$ cat config.mk
export PLATFORM = sky130hd
export DESIGN_NAME = median_filter_range_scaler_flat
export DESIGN_NICKNAME = d
export VERILOG_FILES = /design/src/design/mfrs_pkg.sv /design/src/design/mfrs_if.sv /design/src/design/median_filter_range_scaler.sv /design/src/design/mfrs_front.sv /design/src/design/mfrs_queue.sv /design/src/design/mfrs_back.sv /design/src/flat_wrapper.sv
export SDC_FILE = /design/constraint.sdc
export NUM_CORES = 1
export LEC_CHECK = 0
export BUFFER_PORTS_ARGS = -buffer_cell sky130_fd_sc_hd__buf_2
export CORE_MARGIN = 10
export CORE_UTILIZATION = 50
export DETAILED_ROUTE_END_ITERATION = 16
export PLACE_DENSITY_LB_ADDON = 0.05
export SYNTH_ARGS = -nofsm -noshare
export SYNTH_HDL_FRONTEND = slang
export SYNTH_SLANG_ARGS = --single-unit
$ cat constraint.sdc
create_clock -name clk -period 7.6 [get_ports clk]
set_input_delay 0.76 -clock clk [delete_from_list [all_inputs] [get_ports clk]]
set_output_delay 0.76 -clock clk [all_outputs]
set_load 0.005 [all_outputs]
$ cat src/design/mfrs_pkg.sv
package mfrs_pkg;

	// Filter and field geometry.
	localparam int WINDOW      = 5;
	localparam int SAMPLE_BITS = 10;
	localparam int REG_W       = 11;
	localparam int VAL_W       = 12;

	localparam int SLOT_W = (WINDOW > 1) ? $clog2(WINDOW) : 1;
	localparam int CNT_W  = $clog2(WINDOW + 1);
	localparam int MEDIAN_RANK = WINDOW / 2;

	localparam int CMP_W    = (SAMPLE_BITS > REG_W) ? SAMPLE_BITS : REG_W;
	localparam int PROD_W   = SAMPLE_BITS + REG_W;
	localparam int DIV_W    = PROD_W + (PROD_W % 2);
	localparam int DIV_STEPS = DIV_W / 2;
	localparam int STEP_W   = $clog2(DIV_STEPS);

	localparam int VAL_MAX_I = 2 ** (VAL_W - 1) - 1;
	localparam int VAL_MIN_MAG = 2 ** (VAL_W - 1);

	localparam int QUEUE_DEPTH = 2;
	localparam int QPTR_W = $clog2(QUEUE_DEPTH);
	localparam int QCNT_W = $clog2(QUEUE_DEPTH + 1);

	// Configuration port.
	localparam int APB_DATA_W = 32;
	localparam int APB_ADDR_W = 5;
	localparam int REG_IDX_W  = 3;

	localparam logic [REG_IDX_W-1:0] REG_INPUT_LOW     = 3'd0;
	localparam logic [REG_IDX_W-1:0] REG_INPUT_HIGH    = 3'd1;
	localparam logic [REG_IDX_W-1:0] REG_OUTPUT_LOW    = 3'd2;
	localparam logic [REG_IDX_W-1:0] REG_OUTPUT_HIGH   = 3'd3;
	localparam logic [REG_IDX_W-1:0] REG_INVERT_ENABLE = 3'd4;
	localparam logic [REG_IDX_W-1:0] REG_DIGITAL_MODE  = 3'd5;

	localparam logic [REG_W-1:0] RST_INPUT_LOW   = 11'd0;
	localparam logic [REG_W-1:0] RST_INPUT_HIGH  = 11'd1024;
	localparam logic [REG_W-1:0] RST_OUTPUT_LOW  = 11'd0;
	localparam logic [REG_W-1:0] RST_OUTPUT_HIGH = 11'd127;

	typedef struct packed {
		logic [REG_W-1:0] input_low;
		logic [REG_W-1:0] input_high;
		logic [REG_W-1:0] output_low;
		logic [REG_W-1:0] output_high;
		logic             invert_enable;
		logic             digital_mode;
	} mfrs_cfg_t;

	typedef enum logic [1:0] {
		F_IDLE,
		F_RANK,
		F_PUSH
	} front_state_t;

	typedef enum logic [2:0] {
		B_IDLE,
		B_MUL,
		B_DIV,
		B_FIX,
		B_OUT
	} back_state_t;

endpackage

$ cat src/design/mfrs_if.sv
interface mfrs_in_if;
	import mfrs_pkg::*;
	logic                   valid;
	logic                   ready;
	logic [SAMPLE_BITS-1:0] sample;

	modport source (output valid, output sample, input ready);
	modport sink (input valid, input sample, output ready);
endinterface

interface mfrs_med_if;
	import mfrs_pkg::*;
	logic                   valid;
	logic                   ready;
	logic [SAMPLE_BITS-1:0] median;

	modport source (output valid, output median, input ready);
	modport sink (input valid, input median, output ready);
endinterface

interface mfrs_out_if;
	import mfrs_pkg::*;
	logic                     valid;
	logic                     ready;
	logic [SAMPLE_BITS-1:0]   filtered;
	logic signed [VAL_W-1:0]  value;
	logic                     valid_res;

	modport source (output valid, output filtered, output value, output valid_res, input ready);
	modport sink (input valid, input filtered, input value, input valid_res, output ready);
endinterface

$ cat src/design/median_filter_range_scaler.sv
// The front ranks one window entry per cycle and runs ahead through a two-entry queue;
// the back scales each median (multiply, two-bits-per-cycle divide, fix-up) and registers
// the result; digital mode, an out-of-range median or a zero input span skip the scaling.
// The back takes a new median only after the last result is loaded for output.
// Reset (arst_n, asynchronous, active low) clears the window to zero, the write slot,
// the queue and all handshakes, and loads the configuration registers with their defaults.
module median_filter_range_scaler
	import mfrs_pkg::*;
(
	input  logic                  clk,
	input  logic                  arst_n,
	mfrs_in_if.sink               sample_ch,
	mfrs_out_if.source            result_ch,
	input  logic                  psel,
	input  logic                  penable,
	input  logic                  pwrite,
	input  logic [APB_ADDR_W-1:0] paddr,
	input  logic [APB_DATA_W-1:0] pwdata,
	output logic [APB_DATA_W-1:0] prdata,
	output logic                  pready
);

	mfrs_cfg_t cfg_q;

	logic [REG_IDX_W-1:0] reg_idx;
	logic                 cfg_wr;

	mfrs_med_if front_med ();
	mfrs_med_if back_med ();

	assign pready  = 1'b1;
	assign reg_idx = paddr[APB_ADDR_W-1:2];
	assign cfg_wr  = psel && penable && pwrite && pready;

	always_comb begin
		unique case (reg_idx)
			REG_INPUT_LOW:     prdata = APB_DATA_W'(cfg_q.input_low);
			REG_INPUT_HIGH:    prdata = APB_DATA_W'(cfg_q.input_high);
			REG_OUTPUT_LOW:    prdata = APB_DATA_W'(cfg_q.output_low);
			REG_OUTPUT_HIGH:   prdata = APB_DATA_W'(cfg_q.output_high);
			REG_INVERT_ENABLE: prdata = APB_DATA_W'(cfg_q.invert_enable);
			REG_DIGITAL_MODE:  prdata = APB_DATA_W'(cfg_q.digital_mode);
			default:           prdata = '0;
		endcase
	end

	always_ff @(posedge clk or negedge arst_n) begin
		if (!arst_n) begin
			cfg_q.input_low     <= RST_INPUT_LOW;
			cfg_q.input_high    <= RST_INPUT_HIGH;
			cfg_q.output_low    <= RST_OUTPUT_LOW;
			cfg_q.output_high   <= RST_OUTPUT_HIGH;
			cfg_q.invert_enable <= 1'b0;
			cfg_q.digital_mode  <= 1'b0;
		end else if (cfg_wr) begin
			unique case (reg_idx)
				REG_INPUT_LOW:     cfg_q.input_low     <= pwdata[REG_W-1:0];
				REG_INPUT_HIGH:    cfg_q.input_high    <= pwdata[REG_W-1:0];
				REG_OUTPUT_LOW:    cfg_q.output_low    <= pwdata[REG_W-1:0];
				REG_OUTPUT_HIGH:   cfg_q.output_high   <= pwdata[REG_W-1:0];
				REG_INVERT_ENABLE: cfg_q.invert_enable <= pwdata[0];
				REG_DIGITAL_MODE:  cfg_q.digital_mode  <= pwdata[0];
				default: ;
			endcase
		end
	end

	mfrs_front u_front (
		.clk       (clk),
		.arst_n    (arst_n),
		.sample_ch (sample_ch),
		.med_ch    (front_med)
	);

	mfrs_queue u_queue (
		.clk    (clk),
		.arst_n (arst_n),
		.wr_ch  (front_med),
		.rd_ch  (back_med)
	);

	mfrs_back u_back (
		.clk       (clk),
		.arst_n    (arst_n),
		.cfg       (cfg_q),
		.med_ch    (back_med),
		.result_ch (result_ch)
	);

endmodule

$ cat src/design/mfrs_front.sv
module mfrs_front
	import mfrs_pkg::*;
(
	input  logic              clk,
	input  logic              arst_n,
	mfrs_in_if.sink           sample_ch,
	mfrs_med_if.source        med_ch
);

	front_state_t state_q, state_d;

	logic [SAMPLE_BITS-1:0] window_q [WINDOW];
	logic [SLOT_W-1:0]      slot_q;
	logic [SLOT_W-1:0]      cand_q;
	logic [SAMPLE_BITS-1:0] median_q;

	logic [SAMPLE_BITS-1:0] cand;
	logic [CNT_W-1:0]       less_cnt;
	logic [CNT_W-1:0]       leq_cnt;
	logic                   hit;
	logic                   last_cand;
	logic                   take;

	// One candidate per cycle: its rank is counted against every window entry.
	always_comb begin
		cand     = window_q[cand_q];
		less_cnt = '0;
		leq_cnt  = '0;
		for (int j = 0; j < WINDOW; j++) begin
			less_cnt = less_cnt + CNT_W'(window_q[j] < cand);
			leq_cnt  = leq_cnt + CNT_W'(window_q[j] <= cand);
		end
		hit = (less_cnt <= CNT_W'(MEDIAN_RANK)) && (CNT_W'(MEDIAN_RANK) < leq_cnt);
		last_cand = (cand_q == SLOT_W'(WINDOW - 1));
	end

	always_comb begin
		state_d = state_q;
		unique case (state_q)
			F_IDLE: begin
				if (sample_ch.valid) state_d = F_RANK;
			end
			F_RANK: begin
				if (hit || last_cand) state_d = F_PUSH;
			end
			F_PUSH: begin
				if (med_ch.ready) state_d = F_IDLE;
			end
			default: state_d = F_IDLE;
		endcase
	end

	always_comb begin
		sample_ch.ready = (state_q == F_IDLE);
		med_ch.valid    = (state_q == F_PUSH);
		med_ch.median   = median_q;
		take            = sample_ch.valid && sample_ch.ready;
	end

	always_ff @(posedge clk or negedge arst_n) begin
		if (!arst_n) begin
			state_q <= F_IDLE;
			slot_q  <= '0;
			cand_q  <= '0;
			for (int i = 0; i < WINDOW; i++) window_q[i] <= '0;
		end else begin
			state_q <= state_d;
			if (take) begin
				window_q[slot_q] <= sample_ch.sample;
				slot_q <= (slot_q == SLOT_W'(WINDOW - 1)) ? '0 : SLOT_W'(slot_q + 1'b1);
				cand_q <= '0;
			end else if (state_q == F_RANK) begin
				cand_q <= SLOT_W'(cand_q + 1'b1);
			end
		end
	end

	always_ff @(posedge clk) begin
		if (state_q == F_RANK && (hit || last_cand)) median_q <= cand;
	end

endmodule

$ cat src/design/mfrs_queue.sv
module mfrs_queue
	import mfrs_pkg::*;
(
	input  logic       clk,
	input  logic       arst_n,
	mfrs_med_if.sink   wr_ch,
	mfrs_med_if.source rd_ch
);

	logic [SAMPLE_BITS-1:0] data_q [QUEUE_DEPTH];
	logic [QPTR_W-1:0]      wr_ptr_q;
	logic [QPTR_W-1:0]      rd_ptr_q;
	logic [QCNT_W-1:0]      count_q;
	logic                   push;
	logic                   pop;

	always_comb begin
		wr_ch.ready  = (count_q != QCNT_W'(QUEUE_DEPTH));
		rd_ch.valid  = (count_q != '0);
		rd_ch.median = data_q[rd_ptr_q];
		push         = wr_ch.valid && wr_ch.ready;
		pop          = rd_ch.valid && rd_ch.ready;
	end

	always_ff @(posedge clk or negedge arst_n) begin
		if (!arst_n) begin
			wr_ptr_q <= '0;
			rd_ptr_q <= '0;
			count_q  <= '0;
		end else begin
			if (push) wr_ptr_q <= QPTR_W'(wr_ptr_q + 1'b1);
			if (pop) rd_ptr_q <= QPTR_W'(rd_ptr_q + 1'b1);
			if (push && !pop) count_q <= QCNT_W'(count_q + 1'b1);
			else if (pop && !push) count_q <= QCNT_W'(count_q - 1'b1);
		end
	end

	always_ff @(posedge clk) begin
		if (push) data_q[wr_ptr_q] <= wr_ch.median;
	end

endmodule

$ cat src/design/mfrs_back.sv
module mfrs_back
	import mfrs_pkg::*;
(
	input  logic        clk,
	input  logic        arst_n,
	input  mfrs_cfg_t   cfg,
	mfrs_med_if.sink    med_ch,
	mfrs_out_if.source  result_ch
);

	back_state_t state_q, state_d;

	logic [SAMPLE_BITS-1:0]  med_q;
	logic [SAMPLE_BITS-1:0]  diff_q;
	logic [REG_W-1:0]        mag_q;
	logic                    neg_q;
	logic [REG_W-1:0]        den_q;
	logic [DIV_W-1:0]        dq_q;
	logic [REG_W-1:0]        rem_q;
	logic [STEP_W-1:0]       step_q;
	logic signed [VAL_W-1:0] res_q;
	logic                    vres_q;
	logic                    scaled_q;

	logic                    out_valid_q;
	logic [SAMPLE_BITS-1:0]  out_filt_q;
	logic signed [VAL_W-1:0] out_value_q;
	logic                    out_vres_q;

	logic                    pop;
	logic                    in_range;
	logic                    span_zero;
	logic [CMP_W-1:0]        med_ext;
	logic signed [REG_W:0]   out_span;
	logic [DIV_W-1:0]        dq_next;
	logic [REG_W-1:0]        rem_next;
	logic [REG_W:0]          rem_try;
	logic [DIV_W:0]          neg_mag;
	logic signed [VAL_W-1:0] fix_val;
	logic signed [VAL_W:0]   inv_diff;
	logic [VAL_W:0]          inv_abs;
	logic signed [VAL_W-1:0] final_val;
	logic                    last_step;
	logic                    load_out;

	always_comb begin
		med_ext   = CMP_W'(med_ch.median);
		in_range  = (med_ext >= CMP_W'(cfg.input_low)) && (med_ext <= CMP_W'(cfg.input_high));
		span_zero = (cfg.input_high == cfg.input_low);
		out_span  = $signed({1'b0, cfg.output_high}) - $signed({1'b0, cfg.output_low});
		last_step = (step_q == STEP_W'(DIV_STEPS - 1));
	end

	// Restoring divider, two quotient bits per cycle.
	always_comb begin
		dq_next  = dq_q;
		rem_next = rem_q;
		rem_try  = '0;
		for (int k = 0; k < 2; k++) begin
			rem_try = {rem_next, dq_next[DIV_W-1]};
			dq_next = {dq_next[DIV_W-2:0], 1'b0};
			if (rem_try >= {1'b0, den_q}) begin
				rem_try    = rem_try - {1'b0, den_q};
				dq_next[0] = 1'b1;
			end
			rem_next = rem_try[REG_W-1:0];
		end
	end

	// Floor of the signed quotient, clamped to the result range.
	always_comb begin
		neg_mag = {1'b0, dq_q} + (DIV_W + 1)'(rem_q != '0);
		if (neg_q) begin
			if (neg_mag > (DIV_W + 1)'(VAL_MIN_MAG)) fix_val = VAL_W'(-VAL_MIN_MAG);
			else fix_val = VAL_W'(-$signed(neg_mag));
		end else begin
			if (dq_q > DIV_W'(VAL_MAX_I)) fix_val = VAL_W'(VAL_MAX_I);
			else fix_val = $signed(dq_q[VAL_W-1:0]);
		end
	end

	always_comb begin
		inv_diff = $signed({res_q[VAL_W-1], res_q}) - $signed({2'b00, cfg.output_high});
		inv_abs  = inv_diff[VAL_W] ? (VAL_W + 1)'(-inv_diff) : inv_diff;
		if (scaled_q && cfg.invert_enable) begin
			if (inv_abs > (VAL_W + 1)'(VAL_MAX_I)) final_val = VAL_W'(VAL_MAX_I);
			else final_val = $signed(inv_abs[VAL_W-1:0]);
		end else begin
			final_val = res_q;
		end
	end

	always_comb begin
		state_d = state_q;
		unique case (state_q)
			B_IDLE: begin
				if (med_ch.valid) begin
					if (!cfg.digital_mode && in_range && !span_zero) state_d = B_MUL;
					else state_d = B_OUT;
				end
			end
			B_MUL: state_d = B_DIV;
			B_DIV: begin
				if (last_step) state_d = B_FIX;
			end
			B_FIX: state_d = B_OUT;
			B_OUT: begin
				if (!out_valid_q || result_ch.ready) state_d = B_IDLE;
			end
			default: state_d = B_IDLE;
		endcase
	end

	always_comb begin
		med_ch.ready        = (state_q == B_IDLE);
		pop                 = med_ch.valid && med_ch.ready;
		load_out            = (state_q == B_OUT) && (!out_valid_q || result_ch.ready);
		result_ch.valid     = out_valid_q;
		result_ch.filtered  = out_filt_q;
		result_ch.value     = out_value_q;
		result_ch.valid_res = out_vres_q;
	end

	always_ff @(posedge clk or negedge arst_n) begin
		if (!arst_n) begin
			state_q     <= B_IDLE;
			step_q      <= '0;
			out_valid_q <= 1'b0;
		end else begin
			state_q <= state_d;
			if (state_q == B_MUL) step_q <= '0;
			else if (state_q == B_DIV) step_q <= STEP_W'(step_q + 1'b1);
			if (load_out) out_valid_q <= 1'b1;
			else if (result_ch.ready) out_valid_q <= 1'b0;
		end
	end

	always_ff @(posedge clk) begin
		if (pop) begin
			med_q    <= med_ch.median;
			diff_q   <= SAMPLE_BITS'(med_ext - CMP_W'(cfg.input_low));
			mag_q    <= out_span[REG_W] ? REG_W'(-out_span) : out_span[REG_W-1:0];
			neg_q    <= out_span[REG_W];
			den_q    <= REG_W'(cfg.input_high - cfg.input_low);
			scaled_q <= 1'b0;
			if (cfg.digital_mode) begin
				res_q  <= (med_ch.median != '0) ? VAL_W'(1) : VAL_W'(-1);
				vres_q <= 1'b1;
			end else begin
				res_q  <= VAL_W'(-1);
				vres_q <= 1'b0;
			end
		end
		if (state_q == B_MUL) begin
			dq_q  <= DIV_W'(diff_q * mag_q);
			rem_q <= '0;
		end
		if (state_q == B_DIV) begin
			dq_q  <= dq_next;
			rem_q <= rem_next;
		end
		if (state_q == B_FIX) begin
			res_q    <= fix_val;
			vres_q   <= 1'b1;
			scaled_q <= 1'b1;
		end
		if (load_out) begin
			out_filt_q  <= med_q;
			out_value_q <= final_val;
			out_vres_q  <= vres_q;
		end
	end

endmodule

$ cat src/flat_wrapper.sv
// flat-port wrapper written by rule: the top's interface ports become plain ports
module median_filter_range_scaler_flat import mfrs_pkg::*;
  (clk, arst_n, psel, penable, pwrite, paddr, pwdata, prdata, pready, sample_ch_valid, sample_ch_sample, sample_ch_ready, result_ch_valid, result_ch_filtered, result_ch_value, result_ch_valid_res, result_ch_ready);
  mfrs_in_if sample_ch_i ();
  mfrs_out_if result_ch_i ();
  input  logic clk;
  input  logic arst_n;
  input  logic psel;
  input  logic penable;
  input  logic pwrite;
  input  logic [APB_ADDR_W-1:0] paddr;
  input  logic [APB_DATA_W-1:0] pwdata;
  output logic [APB_DATA_W-1:0] prdata;
  output logic pready;
  input wire logic [$bits(sample_ch_i.valid)-1:0] sample_ch_valid;
  input wire logic [$bits(sample_ch_i.sample)-1:0] sample_ch_sample;
  output wire logic [$bits(sample_ch_i.ready)-1:0] sample_ch_ready;
  output wire logic [$bits(result_ch_i.valid)-1:0] result_ch_valid;
  output wire logic [$bits(result_ch_i.filtered)-1:0] result_ch_filtered;
  output wire logic [$bits(result_ch_i.value)-1:0] result_ch_value;
  output wire logic [$bits(result_ch_i.valid_res)-1:0] result_ch_valid_res;
  input wire logic [$bits(result_ch_i.ready)-1:0] result_ch_ready;
  assign sample_ch_i.valid = sample_ch_valid;
  assign sample_ch_i.sample = sample_ch_sample;
  assign sample_ch_ready = sample_ch_i.ready;
  assign result_ch_valid = result_ch_i.valid;
  assign result_ch_filtered = result_ch_i.filtered;
  assign result_ch_value = result_ch_i.value;
  assign result_ch_valid_res = result_ch_i.valid_res;
  assign result_ch_i.ready = result_ch_ready;
  median_filter_range_scaler u_core (.clk(clk), .arst_n(arst_n), .sample_ch(sample_ch_i), .result_ch(result_ch_i), .psel(psel), .penable(penable), .pwrite(pwrite), .paddr(paddr), .pwdata(pwdata), .prdata(prdata), .pready(pready));
endmodule
Word level (Yosys, flattened, before mapping)

Memory sizes are Yosys's and may differ from the RTL's.
Index checks and enable logic that the tools add are counted.
W data, S select, Z words.

Bits in registers: 239
RAM bits: 20
Input bits: 54
Output and inout bits: 58
Word-level logic and storage cells: 195
Memories: 1

Memory list:

| memory                | words | bits a word | read ports | clocked after Yosys merged registers in | wr ports | RTL line         | source |
|---|---|---|---|---|---|---|---|
| u_core.u_queue.data_q | 2     | 10          | 1          | 0                                       | 1        | mfrs_queue.sv:10 | `logic [SAMPLE_BITS-1:0] data_q [QUEUE_DEPTH];` |

Add/sub/neg operators: 25
$mul: 1
$lt $le $gt $ge: 22
Equality and inequality tests: 22
Muxes and demuxes: 47
Bitwise gates (word level): 2
Reduce and logical (&&, ||, !) cells: 41

Operators with widths:

| operator               | number |
|---|---|
| $mux W12               | 9 |
| $pmux W11 S6           | 1 |
| $mux W11               | 5 |
| $bwmux W50             | 1 |
| $le A10 B10 Y1         | 5 |
| $lt A10 B10 Y1         | 5 |
| $mux W22               | 2 |
| $sub A11 B11 Y11       | 3 |
| $bmux W10 S3           | 1 |
| $demux W10 S3          | 1 |
| $mux W10               | 3 |
| $ge A12 B11 Y1         | 2 |
| $add A22 B1 Y23        | 1 |
| $gt A23 B12 Y1 const B | 1 |
| $gt A22 B11 Y1 const B | 1 |
| $mul A10 B11 Y21       | 1 |
| $mux W3                | 7 |
| $eq A3 B3 Y1 const B   | 5 |
| $logic_and A1 B1 Y1    | 15 |
| $pmux W3 S5            | 1 |
| $gt A13 B11 Y1 const B | 1 |
| $mux W13               | 1 |
| $neg A13 Y13           | 1 |
| $sub A12 B12 Y13       | 1 |
| 40 further kinds       | 86 |

Depth between registers and ports, before layout

Word-level depth: 14
Mapped depth: 23

Modules after synthesis

A second synthesis with hierarchy kept.

Cell total of the unflattened synthesis: 1952
Area, all modules: 20224.4 µm²

Modules (own cells, without submodules):

| module                     | instances | cells each | area an instance (µm²) | sequential area each (µm²) |
|---|---|---|---|---|
| mfrs_back                  | 1         | 1359       | 12550.8                | 3573.4 |
| mfrs_front                 | 1         | 381        | 4374.2                 | 1751.7 |
| median_filter_range_scaler | 1         | 163        | 2367.3                 | 1161.1 |
| mfrs_queue                 | 1         | 49         | 932.1                  | 700.7 |

Worst setup path after synthesis

Ideal clock, no wire load.

Kind: register to register
From: reg u_core.u_back.diff_q[3]
To: reg u_core.u_back.dq_q[20] (data pin)
Setup time: 0.266 ns
Data arrival time: 5.027 ns
Setup slack: 2.308 ns
Stages on the path, launching flop included: 22
Period minus slack after synthesis: 5.292 ns
Path through: edfxtp_1 -> clkbuf_1 -> nand2_1 -> fa_1 -> inv_1 -> fa_1 -> inv_1 -> fa_1 -> inv_1 -> fa_1 -> inv_1 -> fa_1 -> inv_1 -> ha_1 -> nand3_1 -> or3_1 -> o22ai_1 -> o221ai_1 -> o2111ai_1 -> a21oi_1 -> xnor2_1 -> o21ai_0

Longest elaborated chain between the ends: 3

RTL lines:

| element                  | RTL line         | source |
|---|---|---|
| start: declaration       | mfrs_back.sv:14  | `logic [SAMPLE_BITS-1:0] diff_q;` |
| start signal: assignment | mfrs_back.sv:141 | `diff_q <= SAMPLE_BITS'(med_ext - CMP_W'(cfg.input_low));` |
| $mul A10 B11 Y21         | mfrs_back.sv:155 | `dq_q <= DIV_W'(diff_q * mag_q);` |
| $mux W22                 | mfrs_back.sv:154 | `if (state_q == B_MUL) begin` |
| $mux W22                 | mfrs_back.sv:158 | `if (state_q == B_DIV) begin` |
| end signal: assignment   | mfrs_back.sv:155 |  |
| end signal: assignment   | mfrs_back.sv:159 | `dq_q <= dq_next;` |
| end: declaration         | mfrs_back.sv:18  | `logic [DIV_W-1:0] dq_q;` |

Every way passes these cells. The select of a mux whose other input is x is not followed.
A chain may end at the register's enable or synchronous reset.

Final worst setup path

From: reg u_core.u_front.cand_q[2]
To: reg u_core.u_front.median_q[4] (netlist: u_core.u_front.med_ch.median[4]), enable pin

Longest elaborated chain between the ends: 13
Elaborated cells between the ends (all ways): 28

RTL lines:

| element                                                 | RTL line                           | source |
|---|---|---|
| start: declaration                                      | mfrs_front.sv:14                   | `logic [SLOT_W-1:0] cand_q;` |
| start signal: assignment                                | mfrs_front.sv:73                   | `cand_q <= SLOT_W'(cand_q + 1'b1);` |
| $not A3 Y4 (not written as such)                        | mfrs_front.sv:26                   | `cand = window_q[cand_q];` |
| $bmux W10 S3                                            | mfrs_front.sv:26                   |  |
| $mux W10 (not written as such) (2 in series)            | mfrs_front.sv:26                   |  |
| $lt A10 B10 Y1 / $le A10 B10 Y1 (equally long branches) | mfrs_front.sv:30, mfrs_front.sv:31 |  |
| $add A1 B1 Y2, on equally long branches                 | mfrs_front.sv:30, mfrs_front.sv:31 |  |
| $add A2 B1 Y3, on equally long branches                 | mfrs_front.sv:30, mfrs_front.sv:31 |  |
| $add A3 B1 Y3, on equally long branches (2 in series)   | mfrs_front.sv:30, mfrs_front.sv:31 |  |
| $le A3 B2 Y1 / $lt A2 B3 Y1 (equally long branches)     | mfrs_front.sv:33                   | `hit = (less_cnt <= CNT_W'(MEDIAN_RANK)) && (CNT_W'(MEDIAN_RANK) < leq_cnt);` |
| $logic_and A1 B1 Y1                                     | mfrs_front.sv:33                   |  |
| $logic_or A1 B1 Y1 *                                    | mfrs_front.sv:79                   | `if (state_q == F_RANK && (hit \|\| last_cand)) median_q <= cand;` |
| $logic_and A1 B1 Y1 *                                   | mfrs_front.sv:79                   |  |
| end signal: assignment                                  | mfrs_front.sv:79                   |  |
| end: declaration                                        | mfrs_front.sv:15                   | `logic [SAMPLE_BITS-1:0] median_q;` |

Mark *: on every way between the ends. The rest lies on a longest branch, timed or not. The select of a mux whose other input is x is not followed.

==> results.py <==
metrics = {
    "status": {
        "status": "finished clean",
    },
    "yosys": {
        "synth_seq_cells": 259,
        "netlist_area_mm2": 0.02042,
        "synthArstFlopShare_pct": 44.79,
        "ys.flop_type": "edfxtp_1",
        "synth.distinct_cells": 89,
        "ys_seq_area_share_pct": 35.19,
        "synth_area_per_cell_um2": 10.07,
        "ys_warn_count": 0,
        "synthCells": 2028,
        "synth_edf_count": 141,
    },
    "layout": {
        "drive_gt1_share_pct": 13.43,
        "layout.cells.non_filler": 2618,
        "fillerInstances": 3564,
        "area_growth_pct": 8.632,
        "fin_nets": 2398,
        "stdcell_area_mm2": 0.02219,
    },
    "critical_path": {
        "rrSetupSlack_ps": 1700,
        "crit_arrival_ps": 6120,
        "r2r_start": "u_core.u_front.cand_q[2]",
        "crit_path_end_kind": "register",
        "cp-start-kind": "register",
        "cp.required_ps": 7820,
        "cp_max_fo": 15,
        "reg2reg_to": "u_core.u_front.med_ch.median[4]",
        "crit_type": "register to register",
        "rr_worst_depth": 17,
    },
    "sta": {
        "maxSlewHeadroom_pct": 23.64,
        "min_period_ps": 5902,
        "fin_setup_tns_ps": 0,
        "grt_setup_unrepaired": "no",
        "maxSlewViolCount": 0,
        "skew_ps": 12.76,
        "max_freq_mhz": 169.4,
        "hold_violations": 0,
        "finalCritPeriodShare_pct": 77.66,
        "setup_viol": 0,
        "hold_slack_ps": 262.5,
        "worstMarginPinSlew_ps": 1141,
    },
    "cts": {
        "cts_setup_buffers": 0,
        "cts_max_path_buffers": 3,
        "cts_root_buf": "clkbuf_16",
        "holdBufCountCts": 0,
        "cts_buffers": 29,
        "cts_resized": 0,
        "clk_pin_slew_worst_paths_ps": 70,
        "insertion_delay_ps": 580,
        "cts_tree": "built",
        "h-tree-depth": 1,
        "cts.sinks": 259,
    },
    "detailed_routing": {
        "met3_length_um": 2070,
        "dr.pass1.iters": 8,
        "wl_per_cell_um": 19.17,
        "wl_um": 50180,
        "drc": 0,
        "wl_met2_um": 23740,
        "drtAntennaViolNets": 0,
        "maxUsedRoutingLayer": "met4",
        "avgViaCountPerCell": 5.601,
        "initialDrtViolationCount": 946,
        "met1_length_um": 23210,
        "num_vias": 14660,
    },
    "grt": {
        "grt_pass1_wl_um": 80700,
        "antenna_found_initial": 1,
        "grt_pass1_vias": 14480,
        "grt_remaining_overflow": 0,
        "grt_usage_pct": 20.06,
        "grt_max_degree": 60,
    },
    "place": {
        "portBuffers": 66,
        "place_inst": 2563,
        "dpl_cell_area_mm2": 0.02113,
        "hpwlAfterDp_um": 39190,
        "gp_congestion": 0.8933,
    },
    "die": {
        "io_pins": 112,
        "die_y_um": 222.1,
        "dieArea_mm2": 0.04933,
        "die_w_um": 222.1,
        "initial_core_util_pct": 50.93,
        "core_area_mm2": 0.04010,
        "rows": 73,
    },
    "worst_hold_path": {
        "hp-class": "primary input to async pin",
    },
    "run": {
        "cap_violations": 0,
    },
}
## state kept, by name, summed over array words and instances (netlist names), 4 cells and up
| register | flops |
|---|---|
| u_core.cfg_q | 46 |
| u_core.u_back.den_q | 11 |
| u_core.u_back.med_q | 10 |
| u_core.u_back.dq_q | 22 |
| u_core.u_back.result_ch.filtered | 10 |
| u_core.u_back.diff_q | 10 |
| u_core.u_back.result_ch.value | 12 |
| u_core.u_front.window_q | 50 |
| u_core.u_front.med_ch.median | 10 |
| u_core.u_queue.data_q | 20 |
| u_core.u_back.res_q | 12 |
| u_core.u_back.rem_q | 11 |
| u_core.u_back.step_q | 4 |
| u_core.u_back.mag_q | 11 |
## layout make-up
cell class / instances / area [um2] / share of cell area [%]
multi-input cells: 1506 / 12140 / 54.72
flip-flops and latches: 259 / 7187 / 32.39
clock buffers: 34 / 754.5 / 3.401
inverters: 198 / 743.2 / 3.350
well taps: 525 / 656.9 / 2.961
repair buffers: 75 / 400.4 / 1.805
clock inverters: 20 / 301.5 / 1.359
diodes: 1 / 2.502 / 0.01128
## cells in the final DEF, fill, tap and decap left out, types with 38 or more instances in the layout
master / count
xor2_1: 42
nand2_1: 178
a21oi_1: 89
o21ai_0: 95
nand3_1: 38
xnor2_1: 57
and2_1: 73
ha_1: 195
mux2_2: 104
nor2_1: 122
fa_1: 80
buf_2: 65
dfrtp_1: 108
inv_1: 196
edfxtp_1: 141
## per-layer routing
| layer | vias up | global-route usage [%] |
|---|---|---|
| met5 | - | 0 |
| met4 | 0 | 5.008 |
| met3 | 63 | 2.412 |
| met2 | 282 | 32.45 |
| met1 | 7151 | 27.92 |
| li1 | 7167 | - |
## worst max-delay path by stage
| stage | slack (ps) | end | start |
|---|---|---|---|
| 2_1_floorplan | 2310 | u_core.u_back.dq_q[20] | u_core.u_back.diff_q[3] |
| 3_3_place_gp | 1750 | u_core.u_front.med_ch.median[3] | u_core.u_front.cand_q[2] |
| 3_5_place_dp | 1660 | u_core.u_front.med_ch.median[4] | u_core.u_front.cand_q[2] |
| 4_1_cts | 1630 | u_core.u_front.med_ch.median[4] | u_core.u_front.cand_q[2] |
| 5_1_grt | 1230 | u_core.u_front.med_ch.median[4] | u_core.u_front.cand_q[1] |
| 6_report | 1700 | u_core.u_front.med_ch.median[4] | u_core.u_front.cand_q[2] |
## cells by family after synthesis
kind of cell	synth area share, %
other	0.03677
flip-flops	35.19
AO/OA/AOI/OAI	11.67
multiplexers	8.295
buffers and inverters	5.771
XOR/XNOR	4.246
AND/OR/NAND/NOR	15.00
adder cells (fa/ha/maj)	19.79
## cells in the mapped netlist (6+ instances only)
cell / n / area share [%]
nand3_1: 38 / 0.93
fa_1: 80 / 7.8
mux4_2: 12 / 1.3
o211ai_1: 17 / 0.62
a31oi_1: 12 / 0.37
ha_1: 195 / 12
mux2i_1: 23 / 1.1
nand4_1: 25 / 0.77
nor3b_1: 6 / 0.22
xor2_1: 42 / 1.8
a211oi_1: 16 / 0.59
a21oi_1: 89 / 2.2
buf_2: 6 / 0.15
dfrtp_1: 108 / 13
o21bai_1: 10 / 0.37
clkbuf_1: 47 / 0.86
a21boi_0: 6 / 0.22
nand2b_1: 21 / 0.64
nand2_1: 178 / 3.3
and2_1: 73 / 2.2
a21o_1: 36 / 1.3
dfstp_2: 8 / 1.0
inv_1: 197 / 3.6
mux2_2: 104 / 5.7
xnor2_1: 57 / 2.4
and3_1: 13 / 0.40
buf_4: 29 / 1.1
nor2_1: 123 / 2.3
o21ai_0: 95 / 2.3
o21a_1: 28 / 1.0
or3_1: 9 / 0.28
or2_2: 7 / 0.21
edfxtp_1: 141 / 21
nor2b_1: 35 / 1.1
o31ai_1: 8 / 0.29
nor4_1: 12 / 0.37
nor3_1: 30 / 0.74
## through the flow
stage	util, %	setup WS [ps]
final	55.33	1698
after global placement	52.69	1750
after global routing	55.33	1225
after CTS	55.33	1632
after detailed placement	52.69	1657
after floorplan	-	2308
## critical path: stages, from the launching register on
cell and delay (ps):
dfrtp_1 750, and3_1 580, nand2_1 100, o21a_1 210, ha_1 330, a21o_1 180, a21o_1 170, a21oi_1 220
nor2_1 70, a2111oi_0 730, fa_1 580, fa_1 460, ha_1 190, nor2_1 90, a21oi_1 70, a211oi_1 260
a21o_1 130, and2_1 430
Power is not shown: default switching activity piles up to over one toggle a cycle in this logic, so the estimate is an artifact.
